File: src/sv/lab_pkg.sv
package lab_pkg;

  // Q2.14 unit value
  localparam int OneQ14 = 16384;
  // Pipeline shape of one normalizer
  localparam int SqrtSteps = 32;
  localparam int DivSteps = 15;

  typedef struct packed {
    logic signed [31:0] source_x;
    logic signed [31:0] source_y;
    logic signed [31:0] source_z;
    logic signed [31:0] target_x;
    logic signed [31:0] target_y;
    logic signed [31:0] target_z;
  } lab_in_t;

  typedef struct packed {
    logic signed [15:0] right_x;
    logic signed [15:0] right_y;
    logic signed [15:0] right_z;
    logic signed [15:0] up_x;
    logic signed [15:0] up_y;
    logic signed [15:0] up_z;
    logic signed [15:0] forward_x;
    logic signed [15:0] forward_y;
    logic signed [15:0] forward_z;
    logic               degenerate;
  } lab_out_t;

  // Values that ride along with a vector through a normalizer
  typedef struct packed {
    logic signed [15:0] fx;
    logic signed [15:0] fy;
    logic signed [15:0] fz;
    logic signed [15:0] rx;
    logic signed [15:0] ry;
    logic signed [15:0] rz;
    logic               deg;
  } lab_side_t;

  typedef struct packed {
    logic signed [33:0] cx;
    logic signed [33:0] cy;
    logic signed [33:0] cz;
    lab_side_t          side;
  } lab_nin_t;

  typedef struct packed {
    logic signed [15:0] qx;
    logic signed [15:0] qy;
    logic signed [15:0] qz;
    logic               zero;
    lab_side_t          side;
  } lab_nout_t;

  typedef struct packed {
    lab_side_t  side;
    logic [2:0] sgn;
    logic       zero;
  } lab_ctx_t;

endpackage

File: src/sv/lab_cross.sv
module lab_cross import lab_pkg::*; (
  input  logic      clk_i,
  input  logic      rst_ni,
  input  logic      in_valid_i,
  output logic      in_ready_o,
  input  lab_nout_t in_data_i,
  output logic      out_valid_o,
  input  logic      out_ready_i,
  output lab_nin_t  out_data_o
);

  // up = forward x right; in_data_i carries right, side carries forward
  logic [1:0] v_q;
  logic [2:0] en;
  logic [2:0] vin;

  assign en[2] = out_ready_i;
  assign en[1] = !v_q[1] || en[2];
  assign en[0] = !v_q[0] || en[1];
  assign vin = {v_q, in_valid_i};

  always_ff @(posedge clk_i or negedge rst_ni) begin
    if (!rst_ni) begin
      v_q <= '0;
    end else begin
      for (int k = 0; k < 2; k++) begin
        if (en[k]) v_q[k] <= vin[k];
      end
    end
  end

  assign in_ready_o  = en[0];
  assign out_valid_o = v_q[1];

  logic signed [31:0] p_q [6];
  lab_side_t          side_d;
  lab_side_t          side_q;
  lab_nin_t           out_q;

  always_comb begin
    side_d     = in_data_i.side;
    side_d.rx  = in_data_i.qx;
    side_d.ry  = in_data_i.qy;
    side_d.rz  = in_data_i.qz;
    side_d.deg = in_data_i.side.deg | in_data_i.zero;
  end

  always_ff @(posedge clk_i) begin
    if (en[0]) begin
      p_q[0] <= 32'(in_data_i.side.fy) * 32'(in_data_i.qz);
      p_q[1] <= 32'(in_data_i.side.fz) * 32'(in_data_i.qy);
      p_q[2] <= 32'(in_data_i.side.fz) * 32'(in_data_i.qx);
      p_q[3] <= 32'(in_data_i.side.fx) * 32'(in_data_i.qz);
      p_q[4] <= 32'(in_data_i.side.fx) * 32'(in_data_i.qy);
      p_q[5] <= 32'(in_data_i.side.fy) * 32'(in_data_i.qx);
      side_q <= side_d;
    end
  end

  always_ff @(posedge clk_i) begin
    if (en[1]) begin
      out_q.cx   <= 34'(p_q[0]) - 34'(p_q[1]);
      out_q.cy   <= 34'(p_q[2]) - 34'(p_q[3]);
      out_q.cz   <= 34'(p_q[4]) - 34'(p_q[5]);
      out_q.side <= side_q;
    end
  end

  assign out_data_o = out_q;

endmodule

File: config.mk
export PLATFORM = sky130hd
export DESIGN_NAME = lab_cross
export DESIGN_NICKNAME = d
export VERILOG_FILES = /design/src/sv/lab_pkg.sv /design/src/sv/lab_cross.sv
export SDC_FILE = /design/constraint.sdc
export NUM_CORES = 2
export LEC_CHECK = 0
export ABC_AREA = 1
export ABC_CLOCK_PERIOD_IN_PS = 17600
export BUFFER_PORTS_ARGS = -buffer_cell sky130_fd_sc_hd__buf_2
export CAP_MARGIN = 40
export CORE_MARGIN = 3
export CORE_UTILIZATION = 53
export CTS_CLUSTER_SIZE = 14
export DETAILED_ROUTE_END_ITERATION = 10
export HOLD_SLACK_MARGIN = 0.1
export PLACE_DENSITY_LB_ADDON = 0.3
export SKIP_LAST_GASP = 1
export SLEW_MARGIN = 20
export SYNTH_ARGS = -nofsm -noshare
export SYNTH_HDL_FRONTEND = slang
export SYNTH_SLANG_ARGS = --single-unit
File: constraint.sdc
create_clock -name clk_i -period 17.6 [get_ports clk_i]
set_clock_uncertainty 0.15 [all_clocks]
set_input_delay 4.4 -clock clk_i [delete_from_list [all_inputs] [get_ports clk_i]]
set_output_delay 4.4 -clock clk_i [all_outputs]
set_load 0.1 [all_outputs]
==> impl_metrics.py <==
metrics = {
    "min_path": {
        "worstHoldPathType": "flip-flop to flip-flop",
        "hold_path_depth": 0,
    },
    "setup_path": {
        "crit_path_start_kind": "input pin",
        "reg2reg_slack_ns": 14.32,
        "rr_startpoint": "v_q[1]$_DFFE_PN0P_",
        "critical_path.startpoint": "in_data_i[116]",
        "crit_type": "input pin to flip-flop",
        "crit_end": "p_q[1][23]$_DFFE_PP_",
        "cp_max_fo": 33,
        "critPathArrivalTime_ns": 10.59,
        "critPathCaptureType": "flip-flop",
        "timing.rr.end": "p_q[3][13]$_DFFE_PP_",
        "reg2reg_depth": 5,
        "required_ns": 17.86,
    },
    "clock_network": {
        "ctsHtreeMaxLevel": 2,
        "clk_latency_ns": 0.75,
        "postCtsResizedCells": 0,
        "cts_hold_buf": 0,
        "clock-sinks": 487,
        "clk_pin_slew_worst_paths_ns": 0.07,
        "clk_path_buf_depth": 3,
        "postCtsSetupBuffers": 0,
        "clockRootBuffer": "clkbuf_16",
        "cts_tree": "yes",
        "cts_made_buffers": 59,
    },
    "cells_and_area": {
        "layout.nets": 13100,
        "post_route_cells_drive_above_1_share_pct": 5.68,
        "synthToLayoutAreaGrowth_pct": 7.50,
        "multiInputGateArea_um2": 58400,
        "regArea_um2": 14600,
        "fill_cells": 14600,
    },
    "floorplan": {
        "die_x_um": 409,
        "rows": 147,
        "dieArea_um2": 167000,
        "ioPinCount": 351,
        "initial_core_util_pct": 53.5,
        "coreArea_um2": 161000,
        "die_height_um": 409,
    },
    "sta": {
        "rsz0062_at_grt": "no",
        "final-setup-viol-count": 0,
        "post-route-min-period_ns": 10.33,
        "relSlewSlack_pct": 35.3,
        "hold_slack_ns": 0.236,
        "slew_violations": 0,
        "max_freq_ghz": 0.0968,
        "worstMarginPinSlew_ns": 0.970,
        "setup_tns_ns": 0,
        "finalHoldViolCount": 0,
        "finalCritPeriodShare_pct": 58.7,
    },
    "drt": {
        "wl_per_cell_um": 18.2,
        "vias_per_cell": 5.16,
        "dr_total_vias": 67000,
        "ant_nets": 0,
        "drt_iter0_markers": 5430,
        "routed_wl_mm": 237,
        "drc": 0,
        "drt_pre_antenna_iters": 6,
    },
    "grt": {
        "grt_use_total_pct": 29.0,
        "antenna_found_initial": 13,
        "grt_max_degree": 66,
        "overflow": 0,
        "grt_pass1_vias": 70400,
        "grt_pass1_wl_mm": 381,
    },
    "synth": {
        "ys_seq_elements": 487,
        "synth_edf_count": 485,
        "yosys.area.top_type": "fa_1",
        "synth.area.top_cells": "fa_1 (37%), edfxtp_1 (17%), inv_1 (14%)",
        "ys_seq_area_share_pct": 17.0,
        "synth_top_cells_by_count": "inv_1 (3,180), nand2_1 (2,981), fa_1 (1,575), ha_1 (588), edfxtp_1 (485)",
        "synthCells": 10600,
        "ys_warn_count": 0,
        "syn_nets": 12900,
        "synthFlopType": "edfxtp_1",
        "async_flop_share_pct": 0.411,
        "synth_area_per_cell_um2": 8.11,
        "ys_types": 39,
        "yosysMostFrequentCell": "inv_1",
        "synth_top_area_share_pct": 36.6,
        "syn_area_um2": 86000,
    },
    "place": {
        "io_buffers": 302,
        "dpl.hpwl_mm": 191,
        "gp_congestion": 0.943,
    },
    "status": {
        "outcome": "finished, final reports clean",
    },
    "flow_run": {
        "cap_violations": 0,
    },
}
[flip-flops by register name (all words and copies together) (netlist names)]
signal	cells
side_q	97
v_q	2
p_q	192
out_data_o	196
[kinds of logic after synthesis]
family	share of synthesized area, %
AND/OR/NAND/NOR	18.3
buffers and inverters	15.2
adder cells (fa/ha/maj)	45.2
flip-flops	17.0
AO/OA/AOI/OAI	2.58
XOR/XNOR	1.72
[metrics by stage]
stage / utilization (%) / setup WS, ns / instances / instance area [um2]
after floorplan: - / 1.38 / 10600 / 86000
after global placement: 55.7 / 6.45 / 12800 / 89600
after detailed placement: 55.9 / 6.59 / 12900 / 90000
after CTS: 57.2 / 7.34 / 13000 / 92000
after global routing: 57.5 / 7.01 / 13000 / 92500
final: 57.5 / 7.27 / 13000 / 92500
[worst min path at each step]
| stage | start | endpoint | slack, ns |
|---|---|---|---|
| 4_1_cts | side_q[94]$_DFFE_PP_ | out_data_o[94]$_DFFE_PP_ | 0.23 |
| 3_5_place_dp | side_q[16]$_DFFE_PP_ | out_data_o[16]$_DFFE_PP_ | 0.25 |
| 2_1_floorplan | side_q[0]$_DFFE_PP_ | out_data_o[0]$_DFFE_PP_ | 0.25 |
| 5_1_grt | side_q[29]$_DFFE_PP_ | out_data_o[29]$_DFFE_PP_ | 0.24 |
| 6_report | side_q[15]$_DFFE_PP_ | out_data_o[15]$_DFFE_PP_ | 0.24 |
| 3_3_place_gp | side_q[75]$_DFFE_PP_ | out_data_o[75]$_DFFE_PP_ | 0.25 |
[metal layers]
metal	track usage [%]	vias to the layer above	wire length, um
met5	0	-	52
met4	9.53	8	8130
met3	4.27	446	17500
met2	48.6	2447	114000
met1	38.7	33200	97400
li1	-	30900	-
[area by class of cell]
class                      count  share of cell area (%)
antenna                       12                  0.0325
clock buffer                  65                    1.62
clock inverter                46                   0.506
inverter                    3192                    13.0
multi-input combinational   6638                    63.1
sequential                   487                    15.8
tap                         2160                    2.92
timing repair buffer         396                    3.06
[critical path, stage by stage]
cell and delay, ns:
buf_2 0.68, nand2_1 0.25, inv_1 0.14, fa_1 0.55, fa_1 0.81, fa_1 0.52, fa_1 0.51, fa_1 0.49
inv_1 0.05, fa_1 0.48, inv_1 0.04, ha_1 0.34, nand2_1 0.12, nor2_1 0.16, inv_1 0.08, nor2_2 0.14
nand4_1 0.10, nand3b_1 0.12, xor2_1 0.57
[cells in the final DEF (no fill, tap or decap), drive strengths merged, types with 4 or more instances in the layout]
cell type     n
inv        3202
nand2      3009
fa         1575
ha          588
edfxtp      485
nor2        403
buf         396
nand3       268
a21oi       247
xor2        150
o21ai       106
nand4        94
nor3         70
clkbuf       65
o21bai       38
clkinv       28
xnor2        19
nand3b       15
a21o         13
and2         13
diode        12
or2          10
nor4          8
clkinvlp      5
a21boi        4
Power is not shown: default switching activity piles up to over one toggle a cycle in this logic, so the estimate is an artifact.
